==> src/sv/tgi_pkg.sv <==
`timescale 1ns / 1ps
// Shared constants, types and helpers of the trilinear grid interpolator.
package tgi_pkg;

   localparam int POINTS_X = 16;
   localparam int POINTS_Y = 16;
   localparam int POINTS_Z = 16;

   localparam int DATA_W      = 32;
   localparam int TABLE_DEPTH = 4096;
   localparam int ADDR_W      = $clog2(TABLE_DEPTH);
   localparam int CORNERS     = 8;

   localparam int POINTS_MAX = (POINTS_X > POINTS_Y) ?
                               ((POINTS_X > POINTS_Z) ? POINTS_X : POINTS_Z) :
                               ((POINTS_Y > POINTS_Z) ? POINTS_Y : POINTS_Z);
   localparam int IDX_W  = $clog2(POINTS_MAX);
   localparam int FLAT_W = 3 * IDX_W + 2;
   localparam int PLANE  = POINTS_Y * POINTS_Z;

   localparam int FRAC_W = 16;
   localparam int DIFF_W = DATA_W + 1;
   localparam int PROD_W = DIFF_W + DATA_W;
   localparam int T_W    = PROD_W - FRAC_W;
   localparam int RAW_W  = T_W - FRAC_W;
   localparam int WSUM_W = T_W + 1;

   localparam int STAGES = 12;
   localparam int CSR_W  = 3;

   localparam logic OP_WRITE = 1'b0;
   localparam logic OP_QUERY = 1'b1;

   typedef enum logic [CSR_W-1:0] {
      CSR_ORIGIN_X = 3'd0,
      CSR_ORIGIN_Y = 3'd1,
      CSR_ORIGIN_Z = 3'd2,
      CSR_SCALE_X  = 3'd3,
      CSR_SCALE_Y  = 3'd4,
      CSR_SCALE_Z  = 3'd5
   } csr_index_type;

   typedef struct packed {
      logic diff;
      logic mul;
      logic split;
   } axis_en_type;

   typedef struct packed {
      logic mul;
      logic add;
   } lerp_en_type;

   // {clipped, value}: clip a wide signed sum to the 32-bit range
   function automatic logic [DATA_W:0] sat32(input logic signed [WSUM_W-1:0] v);
      logic [WSUM_W-DATA_W:0] top;
      logic [DATA_W:0]        res;
      top = v[WSUM_W-1:DATA_W-1];
      if (top == '0 || top == '1) begin
         res = {1'b0, v[DATA_W-1:0]};
      end else if (v[WSUM_W-1]) begin
         res = {1'b1, 1'b1, {(DATA_W-1){1'b0}}};
      end else begin
         res = {1'b1, 1'b0, {(DATA_W-1){1'b1}}};
      end
      return res;
   endfunction

endpackage

==> src/sv/tgi_axis.sv <==
`timescale 1ns / 1ps
// One axis: offset, scale, then split into clamped cell index and weight.
module tgi_axis (
   input  logic                              clock,
   input  tgi_pkg::axis_en_type              en,
   input  logic signed [tgi_pkg::DATA_W-1:0] coord,
   input  logic signed [tgi_pkg::DATA_W-1:0] origin,
   input  logic signed [tgi_pkg::DATA_W-1:0] scale,
   input  logic        [tgi_pkg::IDX_W-1:0]  max_index,
   output logic        [tgi_pkg::IDX_W-1:0]  idx,
   output logic signed [tgi_pkg::DATA_W-1:0] weight,
   output logic                              clipped
);

   logic signed [tgi_pkg::DIFF_W-1:0] diff_in, diff_ff;
   logic signed [tgi_pkg::PROD_W-1:0] prod_in, prod_ff;
   logic signed [tgi_pkg::T_W-1:0]    t_val;
   logic signed [tgi_pkg::RAW_W-1:0]  raw;
   logic        [tgi_pkg::IDX_W-1:0]  idx_in, idx_ff;
   logic signed [tgi_pkg::WSUM_W-1:0] wsum;
   logic        [tgi_pkg::DATA_W:0]   wsat;
   logic signed [tgi_pkg::DATA_W-1:0] weight_ff;
   logic                              clipped_ff;

   assign diff_in = tgi_pkg::DIFF_W'(coord) - tgi_pkg::DIFF_W'(origin);
   assign prod_in = tgi_pkg::PROD_W'(diff_ff) * tgi_pkg::PROD_W'(scale);

   // floor shifts are arithmetic right shifts
   assign t_val = prod_ff[tgi_pkg::PROD_W-1:tgi_pkg::FRAC_W];
   assign raw   = t_val[tgi_pkg::T_W-1:tgi_pkg::FRAC_W];

   always_comb begin
      if (raw[tgi_pkg::RAW_W-1]) begin
         idx_in = '0;
      end else if (raw > $signed(tgi_pkg::RAW_W'(max_index))) begin
         idx_in = max_index;
      end else begin
         idx_in = raw[tgi_pkg::IDX_W-1:0];
      end
   end

   // weight is not clamped: out-of-grid queries extrapolate
   assign wsum = tgi_pkg::WSUM_W'(t_val)
               - $signed(tgi_pkg::WSUM_W'({idx_in, {tgi_pkg::FRAC_W{1'b0}}}));
   assign wsat = tgi_pkg::sat32(wsum);

   always_ff @(posedge clock) begin
      if (en.diff) begin
         diff_ff <= diff_in;
      end
      if (en.mul) begin
         prod_ff <= prod_in;
      end
      if (en.split) begin
         idx_ff     <= idx_in;
         weight_ff  <= wsat[tgi_pkg::DATA_W-1:0];
         clipped_ff <= wsat[tgi_pkg::DATA_W];
      end
   end

   assign idx     = idx_ff;
   assign weight  = weight_ff;
   assign clipped = clipped_ff;

endmodule

==> config.mk <==
export PLATFORM = sky130hd
export DESIGN_NAME = tgi_axis
export DESIGN_NICKNAME = d
export VERILOG_FILES = /design/src/sv/tgi_pkg.sv /design/src/sv/tgi_axis.sv
export SDC_FILE = /design/constraint.sdc
export NUM_CORES = 2
export LEC_CHECK = 0
export BUFFER_PORTS_ARGS = -buffer_cell sky130_fd_sc_hd__buf_2
export CAP_MARGIN = 20
export CORE_ASPECT_RATIO = 1.4
export CORE_MARGIN = 2
export CORE_UTILIZATION = 44
export DETAILED_ROUTE_END_ITERATION = 7
export PLACE_DENSITY = 0.71
export SLEW_MARGIN = 25
export SYNTH_ARGS = -nofsm -noshare
export SYNTH_HDL_FRONTEND = slang
export SYNTH_SLANG_ARGS = --single-unit
==> constraint.sdc <==
create_clock -name clock -period 15.69 [get_ports clock]
set_clock_uncertainty 0.05 [all_clocks]
set_input_delay 1.569 -clock clock [delete_from_list [all_inputs] [get_ports clock]]
set_output_delay 1.569 -clock clock [all_outputs]
set_load 0.02 [all_outputs]
==> flow_metrics.env <==
export IMPL_grt_usage_pct=24.1
export IMPL_drive_gt1_share_pct=5.39
export IMPL_finalHoldViolations=0
export IMPL_slew_headroom_pct=31.2
export IMPL_synth_seq_cells=119
export IMPL_critPathMaxStageDelay_ns=0.98
export IMPL_routabilityCongestion=0.913
export IMPL_die_area_mm2=0.101
export IMPL_cts_made_buffers=17
export IMPL_cts_tree="yes"
export IMPL_synth_area_per_cell_um2=9.63
export IMPL_ctsRootBufferMaster="clkbuf_16"
export IMPL_fin_crit_ns=9.49
export IMPL_grt_pass1_wl_mm=188
export IMPL_slew_viol_final=0
export IMPL_clkSinkCount=119
export IMPL_wl_mm=114
export IMPL_first_pass_iters=5
export IMPL_ys_seq_area_share_pct=8.23
export IMPL_final_setup_viol_count=0
export IMPL_fin_crit_sh_pct=60.5
export IMPL_vias_per_cell=5.31
export IMPL_rsz0062_at_grt="false"
export IMPL_end_kind="register"
export IMPL_cp_common_cell="fa_1"
export IMPL_final_cell_mix="1113 x fa_1, 1060 x inv_1, 559 x nand2_1"
export IMPL_synth_warnings=0
export IMPL_io_pins=141
export IMPL_design_area_mm2=0.0459
export IMPL_ant_nets=0
export IMPL_rows=136
export IMPL_syn_area_mm2=0.0434
export IMPL_first_global_vias=35900
export IMPL_n_fill_cell=9240
export IMPL_crit_fanout=33
export IMPL_slowest_stage="fa_1"
export IMPL_post_drt_wl_per_cell_um=19.6
export IMPL_coreArea_mm2=0.0980
export IMPL_max_cap_viol_count=0
export IMPL_tightest_slew_ns=1.03
export IMPL_cts_repair_resized=0
export IMPL_synth_edf_count=119
export IMPL_synth_cell_type_count=69
export IMPL_met3_usage_pct=3.52
export IMPL_synthFlopType="edfxtp_1"
export IMPL_synth_fp_nets=5952
export IMPL_clk_pin_slew_ns=0.09
export IMPL_final_common_cell="fa_1"
export IMPL_totalNegativeSetupSlack_ns=0
export IMPL_start_util_pct=44.3
export IMPL_async_reset_ff_share_pct=0
export IMPL_clockBufferDepth=2
export IMPL_antenna_found_initial=4
export IMPL_first_iter_violations=1689
export IMPL_fmax_ghz=0.105
export IMPL_die_height_um=376
export IMPL_grt_max_degree=50
export IMPL_required_ns=15.90
export IMPL_insertion_delay_ns=0.51
export IMPL_io_buffers=140
export IMPL_grt_overflow=0
export IMPL_h_tree_depth=4
export IMPL_arrival_ns=9.70
export IMPL_syn_inst=4513
export IMPL_cp_start_kind="primary input"
export IMPL_nNetsFinal=5936
export IMPL_status="complete, no violations"
export IMPL_grt_use_met1_pct=24.0
export IMPL_place_hpwl_mm=90.2
export IMPL_gr_usage_met2_pct=44.4
export IMPL_final_util_pct=46.8
export IMPL_gr_max_usage_layer="met2"
export IMPL_vias=30900
export IMPL_hold_buffers=0
export IMPL_dpl_instance_area_mm2=0.0453
export IMPL_remaining_drc_errors=0
export IMPL_min_path_type="reg -> reg"
export IMPL_die_x_um=270
export IMPL_path_class="in -> reg"
export IMPL_syn_to_final_growth_pct=5.58
export IMPL_post_cts_setup_buffer_count=0
[logic make-up after synthesis]
kind of cell | after synthesis | synth area share (%)
mux | 18 | 0.420
compound gates | 307 | 4.69
xor+xnor | 106 | 2.14
buf+inv | 1286 | 11.2
fa+ha+maj | 1335 | 57.7
simple gates | 1342 | 15.7
flops | 119 | 8.23
[per-stage QoR]
step,cells,hold slack [ns],worst slack (ns)
final,5822,0.554,6.20
after global routing,5822,0.583,5.70
after CTS,5821,0.555,6.25
after detailed placement,5789,0.540,5.70
after global placement,5789,0.541,5.86
after floorplan,4513,0.498,6.71
[area by class of cell]
class	count	area, µm²	area share [%]
clock inverters	15	159	0.346
diodes	1	2.50	0.00546
flip-flops and latches	119	3570	7.79
repair buffers	190	1080	2.35
well taps	1311	1640	3.58
multi-input cells	3108	35000	76.3
inverters	1061	3980	8.68
clock buffers	17	425	0.927
[worst paths after layout]
kind	from	slack, ns	depth (start not counted)	end
setup / recovery	scale[3]	6.20	25	prod_ff[64]
hold / removal	prod_ff[28]	0.55	2	weight[12]
setup reg to reg	diff_ff[32]	7.10	27	prod_ff[64]
hold reg to reg	prod_ff[28]	0.55	2	weight[12]
[cells in the mapped netlist, types with 18 or more instances]
master    instances  area (µm²)
fa_1           1113       22300
inv_1          1060        3980
nand2_1         559        2100
and2_1          529        3310
ha_1            222        2780
clkbuf_1        220         826
edfxtp_1        119        3570
nor2_1           94         353
xnor2_1          74         648
a21o_1           69         518
a21oi_1          65         325
o21ai_0          56         280
xor2_1           32         280
nor3_1           27         135
nand4_1          26         163
o21a_1           20         150
nand3_1          18        90.1
[worst max-delay path: cells and delay by family]
| kind | cells | cell delay [ns] |
|---|---|---|
| compound gates | 8 | 1.60 |
| xor+xnor | 1 | 0.09 |
| fa+ha+maj | 9 | 5.10 |
| buf+inv | 6 | 1.00 |
| simple gates | 1 | 0.27 |
[layer usage]
metal  routed length [µm]  up-vias
met1                37200    16100
met4                10600        2
met2                60900     1085
met3                 5430      503
li1                     -    13300
met5                   13        -
[registers in the layout, indices dropped and copies added (netlist names)]
register and count:
prod_ff 49, diff_ff 33, weight 32, clipped 1, idx 4
Power is left out: the tool's default activity adds up to more than one toggle a clock period on the data nets, which glitch-free logic cannot reach.
