<file path="config.mk">
export PLATFORM = sky130hd
export DESIGN_NAME = tgi_lerp
export DESIGN_NICKNAME = d
export VERILOG_FILES = /design/src/sv/tgi_pkg.sv /design/src/sv/tgi_lerp.sv
export SDC_FILE = /design/constraint.sdc
export NUM_CORES = 2
export LEC_CHECK = 0
export ABC_AREA = 1
export CAP_MARGIN = 40
export CELL_PAD_IN_SITES_DETAIL_PLACEMENT = 1
export CELL_PAD_IN_SITES_GLOBAL_PLACEMENT = 2
export CORE_ASPECT_RATIO = 0.75
export CORE_UTILIZATION = 38
export DETAILED_ROUTE_END_ITERATION = 8
export DONT_BUFFER_PORTS = 1
export GPL_ROUTABILITY_DRIVEN = 0
export PLACE_DENSITY_LB_ADDON = 0.1
export SLEW_MARGIN = 20
export SYNTH_ARGS = -nofsm -noshare
export SYNTH_HDL_FRONTEND = slang
export SYNTH_SLANG_ARGS = --single-unit
export TNS_END_PERCENT = 20
</file>
<file path="constraint.sdc">
create_clock -name clock -period 10.9 [get_ports clock]
set_clock_uncertainty 0.15 [all_clocks]
set_input_delay 2.18 -clock clock [delete_from_list [all_inputs] [get_ports clock]]
set_output_delay 2.18 -clock clock [all_outputs]
set_load 0.05 [all_outputs]
</file>
<file path="src/sv/tgi_pkg.sv">
`timescale 1ns / 1ps
// Shared constants, types and helpers of the trilinear grid interpolator.
package tgi_pkg;

   localparam int POINTS_X = 16;
   localparam int POINTS_Y = 16;
   localparam int POINTS_Z = 16;

   localparam int DATA_W      = 32;
   localparam int TABLE_DEPTH = 4096;
   localparam int ADDR_W      = $clog2(TABLE_DEPTH);
   localparam int CORNERS     = 8;

   localparam int POINTS_MAX = (POINTS_X > POINTS_Y) ?
                               ((POINTS_X > POINTS_Z) ? POINTS_X : POINTS_Z) :
                               ((POINTS_Y > POINTS_Z) ? POINTS_Y : POINTS_Z);
   localparam int IDX_W  = $clog2(POINTS_MAX);
   localparam int FLAT_W = 3 * IDX_W + 2;
   localparam int PLANE  = POINTS_Y * POINTS_Z;

   localparam int FRAC_W = 16;
   localparam int DIFF_W = DATA_W + 1;
   localparam int PROD_W = DIFF_W + DATA_W;
   localparam int T_W    = PROD_W - FRAC_W;
   localparam int RAW_W  = T_W - FRAC_W;
   localparam int WSUM_W = T_W + 1;

   localparam int STAGES = 12;
   localparam int CSR_W  = 3;

   localparam logic OP_WRITE = 1'b0;
   localparam logic OP_QUERY = 1'b1;

   typedef enum logic [CSR_W-1:0] {
      CSR_ORIGIN_X = 3'd0,
      CSR_ORIGIN_Y = 3'd1,
      CSR_ORIGIN_Z = 3'd2,
      CSR_SCALE_X  = 3'd3,
      CSR_SCALE_Y  = 3'd4,
      CSR_SCALE_Z  = 3'd5
   } csr_index_type;

   typedef struct packed {
      logic diff;
      logic mul;
      logic split;
   } axis_en_type;

   typedef struct packed {
      logic mul;
      logic add;
   } lerp_en_type;

   // {clipped, value}: clip a wide signed sum to the 32-bit range
   function automatic logic [DATA_W:0] sat32(input logic signed [WSUM_W-1:0] v);
      logic [WSUM_W-DATA_W:0] top;
      logic [DATA_W:0]        res;
      top = v[WSUM_W-1:DATA_W-1];
      if (top == '0 || top == '1) begin
         res = {1'b0, v[DATA_W-1:0]};
      end else if (v[WSUM_W-1]) begin
         res = {1'b1, 1'b1, {(DATA_W-1){1'b0}}};
      end else begin
         res = {1'b1, 1'b0, {(DATA_W-1){1'b1}}};
      end
      return res;
   endfunction

endpackage

</file>
<file path="src/sv/tgi_lerp.sv">
`timescale 1ns / 1ps
// Two-stage saturating blend a + floor(w*(b-a) / 2^16).
module tgi_lerp (
   input  logic                              clock,
   input  tgi_pkg::lerp_en_type              en,
   input  logic signed [tgi_pkg::DATA_W-1:0] a,
   input  logic signed [tgi_pkg::DATA_W-1:0] b,
   input  logic signed [tgi_pkg::DATA_W-1:0] w,
   output logic signed [tgi_pkg::DATA_W-1:0] res,
   output logic                              clipped
);

   logic signed [tgi_pkg::DIFF_W-1:0] diff;
   logic signed [tgi_pkg::PROD_W-1:0] prod_in, prod_ff;
   logic signed [tgi_pkg::DATA_W-1:0] a_ff;
   logic signed [tgi_pkg::WSUM_W-1:0] sum;
   logic        [tgi_pkg::DATA_W:0]   sat;
   logic signed [tgi_pkg::DATA_W-1:0] res_ff;
   logic                              clipped_ff;

   assign diff    = tgi_pkg::DIFF_W'(b) - tgi_pkg::DIFF_W'(a);
   assign prod_in = tgi_pkg::PROD_W'(w) * tgi_pkg::PROD_W'(diff);

   assign sum = tgi_pkg::WSUM_W'(a_ff)
              + tgi_pkg::WSUM_W'($signed(prod_ff[tgi_pkg::PROD_W-1:tgi_pkg::FRAC_W]));
   assign sat = tgi_pkg::sat32(sum);

   always_ff @(posedge clock) begin
      if (en.mul) begin
         prod_ff <= prod_in;
         a_ff    <= a;
      end
      if (en.add) begin
         res_ff     <= sat[tgi_pkg::DATA_W-1:0];
         clipped_ff <= sat[tgi_pkg::DATA_W];
      end
   end

   assign res     = res_ff;
   assign clipped = clipped_ff;

endmodule

</file>
==> tab_implementation.tex <==
\begin{tabular}{lr}
\hline
Metric & Value \\
\hline
\multicolumn{2}{l}{\textbf{Global routing}} \\
Total routing resource utilization after global routing & 0.313 \\
Wire length of the first global-routing pass & about 290,000 um \\
Vias in the first global route & about 44k \\
Initial antenna violation count & 6 \\
Pin count of the biggest net entering global routing & 82 \\
GR Overflow Total & 0 \\
\multicolumn{2}{l}{\textbf{Timing}} \\
Peak Freq & 0.0938 GHz \\
Hold Vio Cnt, Final & 0 \\
Max-slew violations & 0 \\
Final critical-path required period & around 11,000 ps \\
Transition at the pin with the smallest max-transition slack & roughly 940 ps \\
Worst slew margin relative to its limit & 0.367 \\
Period utilisation layout & 0.978 \\
Hold Slack & 520 ps \\
Final setup vio count & 0 \\
RSZ-0062 raised after global routing & yes \\
\multicolumn{2}{l}{\textbf{Worst setup path}} \\
Critical path data required time & approximately 11,000 ps \\
Critical path class & input port to register \\
Critical Path Source Type & input port \\
Setup crit end kind & register \\
Largest driver fanout on the critical path & 5 \\
Critical path arrival & between 10,000 and 15,000 ps \\
Highest cell delay on the worst timing path & 550 ps \\
Worst r2r path cells & 16 \\
Reg2reg setup slack & 5580 ps \\
Crit-path most repeated cell & fa\_1 \\
Critical path's slowest cell & fa\_1 \\
\multicolumn{2}{l}{\textbf{Drt}} \\
Average wire per cell in the routed design & approximately 24 um \\
Via count normalized by instance count & 5.09 \\
Drt initial violations & between 2k and 3k \\
Total wire length after detailed routing & between 150,000 and 200,000 um \\
Number of iterations in the first detailed-routing pass & 5 \\
Post-route DRC & 0 \\
Detailed-route via count & $\sim$40k \\
Remaining antenna violation count & 0 \\
\multicolumn{2}{l}{\textbf{Placed design}} \\
Number of placed instances with taps included & roughly 8k \\
Port-buffer cells & 0 \\
Detailed placement HPWL & roughly 170,000 um \\
\multicolumn{2}{l}{\textbf{Clock tree}} \\
Number of buffers created by CTS & 25 \\
Number of H-tree branching levels & 4 \\
Bufs on Longest Clock Path & 3 \\
Cts hold-fix bufs & 0 \\
Clock transition at the registers of the reported paths & 60 ps \\
Clock tree from TritonCTS & yes \\
Worst-skew pair later-pin latency & around 490 ps \\
Total number of clock tree sinks & 114 \\
Buffer type at the clock tree root & clkbuf\_16 \\
\multicolumn{2}{l}{\textbf{Yosys}} \\
Count of flip-flops with a built-in enable after synthesis & around 110 \\
Count of warnings emitted by yosys & 0 \\
Main flop type after synthesis & edfxtp\_1 \\
Syn Nets & between 7k and 8k \\
Fraction of registers with async set or reset after synthesis & 0 \\
Count of distinct cell types in the synthesized netlist & a little under 50 \\
Proportion of synthesized chip area in sequential cells & 0.0730 \\
Flops \& latches, synth & roughly 110 \\
Synthesized instance count & between 5k and 6k \\
Post-Syn Area & roughly 0.047 mm\^{}2 \\
Synthesized area divided by synthesized cell count & just over 8 um\^{}2 \\
\multicolumn{2}{l}{\textbf{Floorplan}} \\
Die span in x & a little over 400 um \\
Core box area & 0.122 mm\^{}2 \\
Die Outline Area & 0.125 mm\^{}2 \\
Die height & between 300 and 400 um \\
Starting density of the core & 0.383 \\
Number of ports placed on the die boundary & 132 \\
Number of placement rows & 111 \\
\multicolumn{2}{l}{\textbf{Layout}} \\
Core occupancy in the finished layout & 0.458 \\
Number of fill cells in the layout & 14.8k \\
Total Nets Final & around 7.9k \\
Cell Count, Final, Fillers Out & around 8.1k \\
P\&R area growth vs syn & 19.6\% \\
Multi-input gate area & between 0.03 and 0.04 mm\^{}2 \\
Sequential cell area & 0.00342 mm\^{}2 \\
Share of cells above drive strength 1 & 0.160 \\
\multicolumn{2}{l}{\textbf{Worst hold path}} \\
Cell depth of the worst min-delay path & 3 \\
Worst Hold Class & register to register \\
\multicolumn{2}{l}{\textbf{Outcome}} \\
Run status & finished, final reports clean \\
\multicolumn{2}{l}{\textbf{Job}} \\
Max\_cap viols & 0 \\
\hline
\end{tabular}
-- synth_stat cells, types with 6 or more instances --
| master | number | share of area |
|---|---|---|
| a21o_1 | 19 | 0.0030 |
| a21oi_1 | 151 | 0.016 |
| a31oi_1 | 21 | 0.0028 |
| buf_2 | 30 | 0.0032 |
| buf_6 | 6 | 0.0014 |
| clkbuf_1 | 138 | 0.011 |
| clkinv_1 | 7 | 0.00056 |
| edfxtp_1 | 114 | 0.073 |
| fa_1 | 1113 | 0.48 |
| ha_1 | 263 | 0.070 |
| inv_1 | 1503 | 0.12 |
| inv_2 | 10 | 0.00080 |
| nand2_1 | 1325 | 0.11 |
| nand2_2 | 10 | 0.0013 |
| nand3_1 | 101 | 0.011 |
| nand4_1 | 33 | 0.0044 |
| nor2_1 | 687 | 0.055 |
| nor2_2 | 6 | 0.00080 |
| nor3_1 | 25 | 0.0027 |
| nor4_1 | 8 | 0.0011 |
| o21a_1 | 10 | 0.0016 |
| o21ai_0 | 78 | 0.0083 |
| o21bai_1 | 12 | 0.0019 |
| or2_2 | 16 | 0.0021 |
| xnor2_1 | 27 | 0.0050 |
| xor2_1 | 65 | 0.012 |
-- metal layers --
layer | part of all wire | up-vias | track usage | routed length (um)
met2 | 0.46 | 1219 | 0.499 | 88600
met3 | 0.066 | 186 | 0.0473 | 12900
met5 | 0.000077 | - | 0 | 15
met4 | 0.021 | 2 | 0.0543 | 4100
met1 | 0.46 | 21600 | 0.455 | 88800
li1 | - | 18000 | - | -
-- through the flow --
stage	setup TNS (ps)	area [um^2]	setup WS (ps)
floorplan	0	46900	90.3
global placement	-13940	54100	-733
detailed placement	-16520	54100	-736
CTS	-69.2	54900	-29.5
global route	-842	56100	-91.4
finish	0	56100	244
-- timing repair --
action | CTS | global route
pin swaps | 2 | 68
gates resized for setup | 27 | 265
setup buffers | 1 | 19
setup endpoints to repair | 14 | 39
-- path summary, 6_finish.rpt --
check,from,to
setup / recovery,b[0],prod_ff[48]$_DFFE_PP_
hold / removal,a_ff[0]$_DFFE_PP_,res[0]$_DFFE_PP_
setup reg to reg,a_ff[31]$_DFFE_PP_,res[24]$_DFFE_PP_
hold reg to reg,a_ff[0]$_DFFE_PP_,res[0]$_DFFE_PP_
-- sequential cells by signal, summed over array words and instances, names as in the netlist --
name	count
prod_ff	49
a_ff	32
res	32
clipped	1
-- layout make-up --
type / instances / area share
diodes: 3 / 0.000134
flip-flops and latches: 114 / 0.0610
clock buffers: 25 / 0.0112
repair buffers: 727 / 0.110
clock inverters: 6 / 0.00138
well taps: 1638 / 0.0365
multi-input cells: 4019 / 0.678
inverters: 1520 / 0.102
-- cells by family after synthesis --
group	count (synthesis)	synth area share
simple gates	2234	0.188
compound gates	317	0.0384
xor+xnor	92	0.0172
fa+ha+maj	1376	0.545
flops	114	0.0730
buf+inv	1698	0.138
-- placed cells by master, fill, tap and decap left out, drive strengths merged, types with 19 or more instances in the layout --
cell type,netlist,final
buf,40,726
a31oi,21,21
a21o,19,19
clkbuf,138,26
o21ai,82,82
nor2,693,693
nor3,29,29
xnor2,27,27
nand2,1336,1336
nand3,105,105
fa,1113,1113
inv,1513,1509
edfxtp,114,114
xor2,65,65
nand4,33,33
a21oi,153,153
ha,263,263
-- critical path: cells and delay by family --
kind,cells,cell delay [ps]
AND/OR/NAND/NOR,10,800
XOR/XNOR,2,330
AO/OA/AOI/OAI,6,1000
adder cells (fa/ha/maj),11,4850
buffers and inverters,13,1530
Power is left out: the tool's default activity adds up to more than one toggle a clock period on the data nets, which glitch-free logic cannot reach.
